==> config.mk <==
export PLATFORM = sky130hd
export DESIGN_NAME = biquad_iir_filter
export DESIGN_NICKNAME = d
export VERILOG_FILES = /design/src/hdl/biquad_pkg.sv /design/src/hdl/biquad_ctrl.sv /design/src/hdl/biquad_dp.sv /design/src/hdl/biquad_iir_filter.sv
export SDC_FILE = /design/constraint.sdc
export NUM_CORES = 2
export LEC_CHECK = 0
export ABC_AREA = 1
export BUFFER_PORTS_ARGS = -buffer_cell sky130_fd_sc_hd__buf_2
export CAP_MARGIN = 5
export CORE_MARGIN = 1.5
export CORE_UTILIZATION = 49
export DETAILED_ROUTE_END_ITERATION = 6
export PLACE_DENSITY = 0.62
export SLEW_MARGIN = 20
export SYNTH_ARGS = -nofsm -noshare
export SYNTH_HDL_FRONTEND = slang
export SYNTH_SLANG_ARGS = --single-unit
export TNS_END_PERCENT = 50
==> constraint.sdc <==
create_clock -name clk_i -period 21.2 [get_ports clk_i]
set_clock_uncertainty 0.1 [all_clocks]
set_input_delay 3.18 -clock clk_i [delete_from_list [all_inputs] [get_ports clk_i]]
set_output_delay 3.18 -clock clk_i [all_outputs]
set_load 0.02 [all_outputs]
==> src/hdl/biquad_pkg.sv <==
// ----------------------------------------------------------------------------
// Biquad filter package
// Shared types and constants for the biquad controller and datapath.
// ----------------------------------------------------------------------------
package biquad_pkg;

  // Coefficient and state word widths
  localparam int unsigned COEF_W    = 32;
  localparam int unsigned ST_W      = 56;
  localparam int unsigned CFG_IDX_W = 3;

  // Configuration register indexes
  localparam logic [CFG_IDX_W-1:0] REG_B0 = 3'd0;
  localparam logic [CFG_IDX_W-1:0] REG_B1 = 3'd1;
  localparam logic [CFG_IDX_W-1:0] REG_B2 = 3'd2;
  localparam logic [CFG_IDX_W-1:0] REG_A1 = 3'd3;
  localparam logic [CFG_IDX_W-1:0] REG_A2 = 3'd4;

  // Item operation codes
  localparam logic OP_FILTER = 1'b0;
  localparam logic OP_CLEAR  = 1'b1;

  // Saturation bounds of the state words
  localparam logic signed [ST_W-1:0] ST_MAX = {1'b0, {(ST_W-1){1'b1}}};
  localparam logic signed [ST_W-1:0] ST_MIN = {1'b1, {(ST_W-1){1'b0}}};

  // Datapath commands, one per cycle
  typedef enum logic [2:0] {
    CMD_NONE  = 3'd0,
    CMD_LOAD  = 3'd1,  // latch sample, multiply by b0
    CMD_CLEAR = 3'd2,  // zero both states
    CMD_ROUND = 3'd3,  // form output, multiply x by b1
    CMD_SUM1  = 3'd4,  // x*b1 + delay two, multiply y by a1
    CMD_UPD1  = 3'd5,  // write delay one, multiply x by b2
    CMD_SUM2  = 3'd6,  // hold x*b2, multiply y by a2
    CMD_UPD2  = 3'd7   // write delay two
  } cmd_e;

  typedef struct packed {
    cmd_e op;
  } dp_cmd_t;

  typedef struct packed {
    logic out_busy;  // result register full and not taken this cycle
  } dp_status_t;

endpackage

==> src/hdl/biquad_ctrl.sv <==
// ----------------------------------------------------------------------------
// Biquad controller
// Sequences the shared multiplier through the five products of one item.
// ----------------------------------------------------------------------------
module biquad_ctrl
  import biquad_pkg::*;
(
  input  logic       clk_i,
  input  logic       rst_ni,
  input  logic       in_valid_i,
  output logic       in_ready_o,
  input  logic       op_i,
  input  dp_status_t status_i,
  output dp_cmd_t    cmd_o
);

  typedef enum logic [5:0] {
    S_IDLE  = 6'b000001,
    S_ROUND = 6'b000010,
    S_SUM1  = 6'b000100,
    S_UPD1  = 6'b001000,
    S_SUM2  = 6'b010000,
    S_UPD2  = 6'b100000
  } state_e;

  state_e state_q, state_d;

  assign in_ready_o = (state_q == S_IDLE);

  always_comb begin
    state_d   = state_q;
    cmd_o.op  = CMD_NONE;
    case (state_q)
      S_IDLE: begin
        if (in_valid_i) begin
          if (op_i == OP_CLEAR) begin
            cmd_o.op = CMD_CLEAR;
          end else begin
            cmd_o.op = CMD_LOAD;
            state_d  = S_ROUND;
          end
        end
      end
      S_ROUND: begin
        // hold until the result register can take the new sample
        if (!status_i.out_busy) begin
          cmd_o.op = CMD_ROUND;
          state_d  = S_SUM1;
        end
      end
      S_SUM1: begin
        cmd_o.op = CMD_SUM1;
        state_d  = S_UPD1;
      end
      S_UPD1: begin
        cmd_o.op = CMD_UPD1;
        state_d  = S_SUM2;
      end
      S_SUM2: begin
        cmd_o.op = CMD_SUM2;
        state_d  = S_UPD2;
      end
      S_UPD2: begin
        cmd_o.op = CMD_UPD2;
        state_d  = S_IDLE;
      end
      default: begin
        state_d = S_IDLE;
      end
    endcase
  end

  always_ff @(posedge clk_i or negedge rst_ni) begin
    if (!rst_ni) begin
      state_q <= S_IDLE;
    end else begin
      state_q <= state_d;
    end
  end

endmodule

==> src/hdl/biquad_dp.sv <==
// ----------------------------------------------------------------------------
// Biquad datapath
// Coefficient registers, shared multiplier, state words and result register.
// ----------------------------------------------------------------------------
module biquad_dp
  import biquad_pkg::*;
#(
  parameter int unsigned SAMPLE_BITS    = 24,
  parameter int unsigned COEF_FRAC_BITS = 28
) (
  input  logic                          clk_i,
  input  logic                          rst_ni,
  input  dp_cmd_t                       cmd_i,
  output dp_status_t                    status_o,
  input  logic signed [SAMPLE_BITS-1:0] sample_in_i,
  input  logic                          cfg_we_i,
  input  logic [CFG_IDX_W-1:0]          cfg_index_i,
  input  logic [COEF_W-1:0]             cfg_data_i,
  output logic                          out_valid_o,
  input  logic                          out_ready_i,
  output logic signed [SAMPLE_BITS-1:0] sample_out_o
);

  localparam int unsigned PW = SAMPLE_BITS + COEF_W;
  localparam int unsigned AW = ((PW > ST_W) ? PW : ST_W) + 2;

  localparam logic signed [AW-1:0] HALF = AW'(1) <<< (COEF_FRAC_BITS - 1);
  localparam logic signed [AW-1:0] YMAX = AW'((64'sd1 <<< (SAMPLE_BITS - 1)) - 64'sd1);
  localparam logic signed [AW-1:0] YMIN = -YMAX - AW'(1);
  localparam logic signed [AW-1:0] SMAX = AW'(ST_MAX);
  localparam logic signed [AW-1:0] SMIN = AW'(ST_MIN);

  logic signed [COEF_W-1:0]      b0_q, b1_q, b2_q, a1_q, a2_q;
  logic signed [ST_W-1:0]        d1_q, d2_q;
  logic signed [SAMPLE_BITS-1:0] x_q, y_q, out_q;
  logic                          out_valid_q;
  logic signed [PW-1:0]          p_q, prod;
  logic signed [AW-1:0]          t_q;

  logic signed [SAMPLE_BITS-1:0] mul_a;
  logic signed [COEF_W-1:0]      mul_b;
  logic signed [AW-1:0]          acc, acc_sh, diff;
  logic signed [SAMPLE_BITS-1:0] y_sat;
  logic signed [ST_W-1:0]        d_sat;

  // Operand select for the shared multiplier
  always_comb begin
    mul_a = x_q;
    mul_b = b1_q;
    case (cmd_i.op)
      CMD_LOAD: begin
        mul_a = sample_in_i;
        mul_b = b0_q;
      end
      CMD_ROUND: begin
        mul_a = x_q;
        mul_b = b1_q;
      end
      CMD_SUM1: begin
        mul_a = y_q;
        mul_b = a1_q;
      end
      CMD_UPD1: begin
        mul_a = x_q;
        mul_b = b2_q;
      end
      CMD_SUM2: begin
        mul_a = y_q;
        mul_b = a2_q;
      end
      default: begin
        mul_a = x_q;
        mul_b = b1_q;
      end
    endcase
  end

  assign prod = PW'(mul_a) * PW'(mul_b);

  // Output: round to nearest, ties up, then clamp to the sample range
  always_comb begin
    acc    = AW'(p_q) + AW'(d1_q) + HALF;
    acc_sh = acc >>> COEF_FRAC_BITS;
    if (acc_sh > YMAX) begin
      y_sat = YMAX[SAMPLE_BITS-1:0];
    end else if (acc_sh < YMIN) begin
      y_sat = YMIN[SAMPLE_BITS-1:0];
    end else begin
      y_sat = acc_sh[SAMPLE_BITS-1:0];
    end
  end

  // State update: subtract feedback product, clamp to the state width
  always_comb begin
    diff = t_q - AW'(p_q);
    if (diff > SMAX) begin
      d_sat = ST_MAX;
    end else if (diff < SMIN) begin
      d_sat = ST_MIN;
    end else begin
      d_sat = diff[ST_W-1:0];
    end
  end

  assign status_o.out_busy = out_valid_q && !out_ready_i;
  assign out_valid_o       = out_valid_q;
  assign sample_out_o      = out_q;

  // Payload registers
  always_ff @(posedge clk_i) begin
    case (cmd_i.op)
      CMD_LOAD: begin
        x_q <= sample_in_i;
        p_q <= prod;
      end
      CMD_ROUND: begin
        y_q   <= y_sat;
        out_q <= y_sat;
        p_q   <= prod;
      end
      CMD_SUM1: begin
        t_q <= AW'(p_q) + AW'(d2_q);
        p_q <= prod;
      end
      CMD_UPD1: begin
        p_q <= prod;
      end
      CMD_SUM2: begin
        t_q <= AW'(p_q);
        p_q <= prod;
      end
      default: begin
      end
    endcase
  end

  // State words, coefficients and result valid
  always_ff @(posedge clk_i or negedge rst_ni) begin
    if (!rst_ni) begin
      b0_q        <= COEF_W'(1) << COEF_FRAC_BITS;
      b1_q        <= '0;
      b2_q        <= '0;
      a1_q        <= '0;
      a2_q        <= '0;
      d1_q        <= '0;
      d2_q        <= '0;
      out_valid_q <= 1'b0;
    end else begin
      if (cfg_we_i) begin
        case (cfg_index_i)
          REG_B0:  b0_q <= cfg_data_i;
          REG_B1:  b1_q <= cfg_data_i;
          REG_B2:  b2_q <= cfg_data_i;
          REG_A1:  a1_q <= cfg_data_i;
          REG_A2:  a2_q <= cfg_data_i;
          default: begin
          end
        endcase
      end
      case (cmd_i.op)
        CMD_CLEAR: begin
          d1_q <= '0;
          d2_q <= '0;
        end
        CMD_UPD1: d1_q <= d_sat;
        CMD_UPD2: d2_q <= d_sat;
        default: begin
        end
      endcase
      if (cmd_i.op == CMD_ROUND) begin
        out_valid_q <= 1'b1;
      end else if (out_ready_i) begin
        out_valid_q <= 1'b0;
      end
    end
  end

endmodule

==> src/hdl/biquad_iir_filter.sv <==
// ----------------------------------------------------------------------------
// Biquad IIR filter, transposed direct form II
// Second-order fixed-point filter with one shared multiplier.
// ----------------------------------------------------------------------------
//  Channel | Signals                                   | Direction
//  --------+-------------------------------------------+----------
//  in      | in_valid_i, in_ready_o, op_i, sample_in_i | sink
//  out     | out_valid_o, out_ready_i, sample_out_o    | source
//  cfg     | cfg_valid_i, cfg_ready_o, cfg_index_i,    | sink
//          | cfg_data_i                                |
//
//  A filter item forms x*b0 in its accept cycle, then four more products
//  follow on the single multiplier, one per cycle unless the rounding step
//  stalls, and a last step writes delay two. A clear item gives no result.
//  Reset sets b0 to 1.0, the other coefficients and both states to zero.
//  A result not yet taken stalls the next item at its rounding step; the
//  result register frees as soon as out_ready_i is seen.
// ----------------------------------------------------------------------------
module biquad_iir_filter
  import biquad_pkg::*;
#(
  parameter int unsigned SAMPLE_BITS    = 24,
  parameter int unsigned COEF_FRAC_BITS = 28
) (
  input  logic                          clk_i,
  input  logic                          rst_ni,
  // input items
  input  logic                          in_valid_i,
  output logic                          in_ready_o,
  input  logic                          op_i,
  input  logic signed [SAMPLE_BITS-1:0] sample_in_i,
  // result items
  output logic                          out_valid_o,
  input  logic                          out_ready_i,
  output logic signed [SAMPLE_BITS-1:0] sample_out_o,
  // coefficient writes
  input  logic                          cfg_valid_i,
  output logic                          cfg_ready_o,
  input  logic [CFG_IDX_W-1:0]          cfg_index_i,
  input  logic [COEF_W-1:0]             cfg_data_i
);

  dp_cmd_t    cmd;
  dp_status_t status;

  // Coefficient writes go straight to the registers, always take them
  assign cfg_ready_o = 1'b1;

  biquad_ctrl u_ctrl (
    .clk_i      (clk_i),
    .rst_ni     (rst_ni),
    .in_valid_i (in_valid_i),
    .in_ready_o (in_ready_o),
    .op_i       (op_i),
    .status_i   (status),
    .cmd_o      (cmd)
  );

  biquad_dp #(
    .SAMPLE_BITS    (SAMPLE_BITS),
    .COEF_FRAC_BITS (COEF_FRAC_BITS)
  ) u_dp (
    .clk_i        (clk_i),
    .rst_ni       (rst_ni),
    .cmd_i        (cmd),
    .status_o     (status),
    .sample_in_i  (sample_in_i),
    .cfg_we_i     (cfg_valid_i),
    .cfg_index_i  (cfg_index_i),
    .cfg_data_i   (cfg_data_i),
    .out_valid_o  (out_valid_o),
    .out_ready_i  (out_ready_i),
    .sample_out_o (sample_out_o)
  );

endmodule
==> out/metrics.cfg <==
[clocking]
clock_path_buffers=3
path_clk_slew_ns=0.06
cts-buffers-inserted=50
h-tree-depth=2
clk_latency_ns=0.67
clock_sinks=440
postCtsSetupRepairBufs=0
cts_tree=done
cts-hold-fix-buffers=0
cts_resized=0
ctsRootBufferMaster=clkbuf_16

[setup_path]
path_common_cell=fa_1
crit_fanout=58
worst_setup_path_start_kind=primary input
crit_cells=31
crit_family=adder cells
endpoint=u_dp.p_q[48]
max_stage_delay_ns=0.76
cp_slowest_cell=fa_1
r2r-end=u_dp.p_q[48]
r2r_slack_ns=10.73
crit_type=in -> reg
cp-end-kind=flop
ff2ff_path_depth=30
path_buf_inv=8
crit_start=out_ready_i
arrival_ns=12.46
required_ns=21.45
r2r_start=u_ctrl.state_q[0]

[final_layout]
fin_cells=9111
n_antenna_cell=0
layout_commonest_cell=nand2_1
syn_to_final_growth_pct=6.30
layout-drive-gt1-share_pct=4.77
layout_common_cells=2,156 x nand2_1, 1,414 x inv_1, 785 x fa_1
layout.nets=8768

[global_routing]
grt_overflow=0
grt_first_pass_wirelength_um=310000
grt_max_degree=89
grt_pass1_vias=50400
grt_use_total_pct=34.4
antenna_found_initial=1

[floorplanning]
initial_core_util_pct=49.6
core.rowCount=125
io_pins=92
die_y_um=347
dieArea_sq_mm=0.120
die_w_um=347
coreArea_sq_mm=0.117

[job]
cap_violations=0

[placement]
dp_hpwl_um=170000
globalplace.congestion=0.998
io_buffers=90
dp_cells=9017

[route]
vias=49300
routedWlPerCell_um=22.7
ant_nets=0
drt-vias-per-instance=5.41
drc=0
wl_um=206000
first_pass_iters=6
drt_iter0_drc=3836

[sta]
slew_headroom_pct=21.6
worstMarginPinSlew_ns=1.17
period_needed_ns=12.20
post-route-period-util_pct=57.6
max_freq_mhz=82.0
rsz0062_at_grt=no
tns_ns=0
hold_viol=0
final_max_slew_viol_count=0
setup_viol=0

[hold_path]
hp-class=reg -> reg

[logic_synthesis]
synth_warnings=0
syn-instance-count=7554
synthSimpleGateAreaFrac_pct=22.4
yosysSeqAreaShare_pct=20.4
synth_area_sq_mm=0.0578
post_synth_fa_ha_maj_area_fraction_pct=35.2
synth_area_per_cell_sq_um=7.66
synth_xor_area_share_pct=2.18
ys_ff_latch=440
synth_compound_area_share_pct=8.37
synth_top_family_by_area=adder cells
muxShareOfSynthArea_pct=0
ys_types=58
synth.net_count=8777

[run_status]
status=finished, final reports clean

==> registers in the layout, indices dropped and copies added, names as in the netlist <==
name / flops
u_dp.b1_q: 32
u_dp.d2_q: 56
u_dp.out_valid_o: 1
u_dp.b2_q: 32
u_dp.d1_q: 56
u_dp.x_q: 24
u_dp.b0_q: 32
u_dp.t_q: 57
u_dp.y_q: 24
u_dp.a1_q: 32
u_ctrl.state_q: 6
u_dp.p_q: 56
u_dp.a2_q: 32
==> metal layers <==
metal / GRT usage, % / share of wire, % / vias to the layer above / wire [um]
li1: - / - / 23000 / -
met1: 42.8 / 40 / 24000 / 82000
met3: 4.71 / 6.1 / 440 / 12500
met4: 16.3 / 5.7 / 2 / 11800
met2: 59.2 / 49 / 1784 / 100000
met5: 0 / 0.0039 / - / 8
==> stage by stage <==
step	util (%)	cell area, sq um	setup slack [ns]	hold WS, ns
after global routing	52.7	61500	8.34	0.396
after floorplan	-	57800	9.39	0.349
after CTS	52.7	61500	8.97	0.386
after global placement	51.2	59800	8.42	0.365
after detailed placement	51.2	59800	8.32	0.369
final	52.7	61500	9.00	0.383
==> area by class of cell <==
class	instances	area (sq um)
clock inverter	20	195
fill	11500	55200
inverter	1459	5480
clock buffer	74	1520
multi-input combinational	5427	39500
tap	1524	1910
timing repair buffer	167	1040
sequential	440	11800
==> worst reg2reg max path, delay by kind of cell (launching register included) <==
kind | cells | cell delay, ns
compound gates | 2 | 0.41
fa+ha+maj | 8 | 4.49
xor+xnor | 1 | 0.10
flops | 1 | 0.55
simple gates | 11 | 1.99
buf+inv | 8 | 2.55
==> worst min path at each step <==
| stage | from | to | slack [ns] | cells past startpoint |
|---|---|---|---|---|
| after floorplan | u_dp.d1_q[27] | u_dp.d1_q[27] | 0.35 | 2 |
| after global placement | u_dp.d1_q[27] | u_dp.d1_q[27] | 0.36 | 2 |
| after detailed placement | u_dp.d1_q[27] | u_dp.d1_q[27] | 0.37 | 2 |
| after CTS | u_dp.d2_q[36] | u_dp.d2_q[36] | 0.39 | 2 |
| after global routing | u_dp.b1_q[29] | u_dp.b1_q[29] | 0.40 | 2 |
| final | u_dp.d2_q[34] | u_dp.d2_q[34] | 0.38 | 2 |
==> synth_stat cells, drive strengths merged <==
cell type	number	area, sq um
nand2	2159	8110
o221ai	2	17.5
a31oi	26	163
conb	1	3.75
nor4	18	128
o211ai	6	45.0
inv	1459	5480
a22o	34	298
nand3	194	976
fa	785	15700
a311oi	1	8.76
a21boi	5	37.5
a211oi	2	15.0
a21oi	299	1590
dfstp	2	52.6
o21a	15	113
nand4	61	388
buf	157	832
nor2	758	2860
nor3	38	206
dfrtp	277	6930
nor3b	1	7.51
clkbuf	71	267
xnor2	60	526
o22ai	7	43.8
o21ai	389	1990
a221oi	10	87.6
edfxtp	161	4830
ha	373	4670
and3	4	25.0
nand3b	2	15.0
o31ai	3	22.5
o2111ai	1	8.76
a21o	17	128
xor2	84	736
or2	29	181
o21bai	36	270
and2	7	43.8
==> kinds of logic (layout without fill, tap and decap cells) <==
kind of cell / after synthesis / count (layout)
buf+inv: 1687 / 1720
compound gates: 853 / 853
other cells: 1 / 1
xor+xnor: 144 / 144
fa+ha+maj: 1158 / 1158
flops: 440 / 440
simple gates: 3271 / 3271
Power is left out: the tool's default activity adds up to more than one toggle a clock period on the data nets, which glitch-free logic cannot reach.
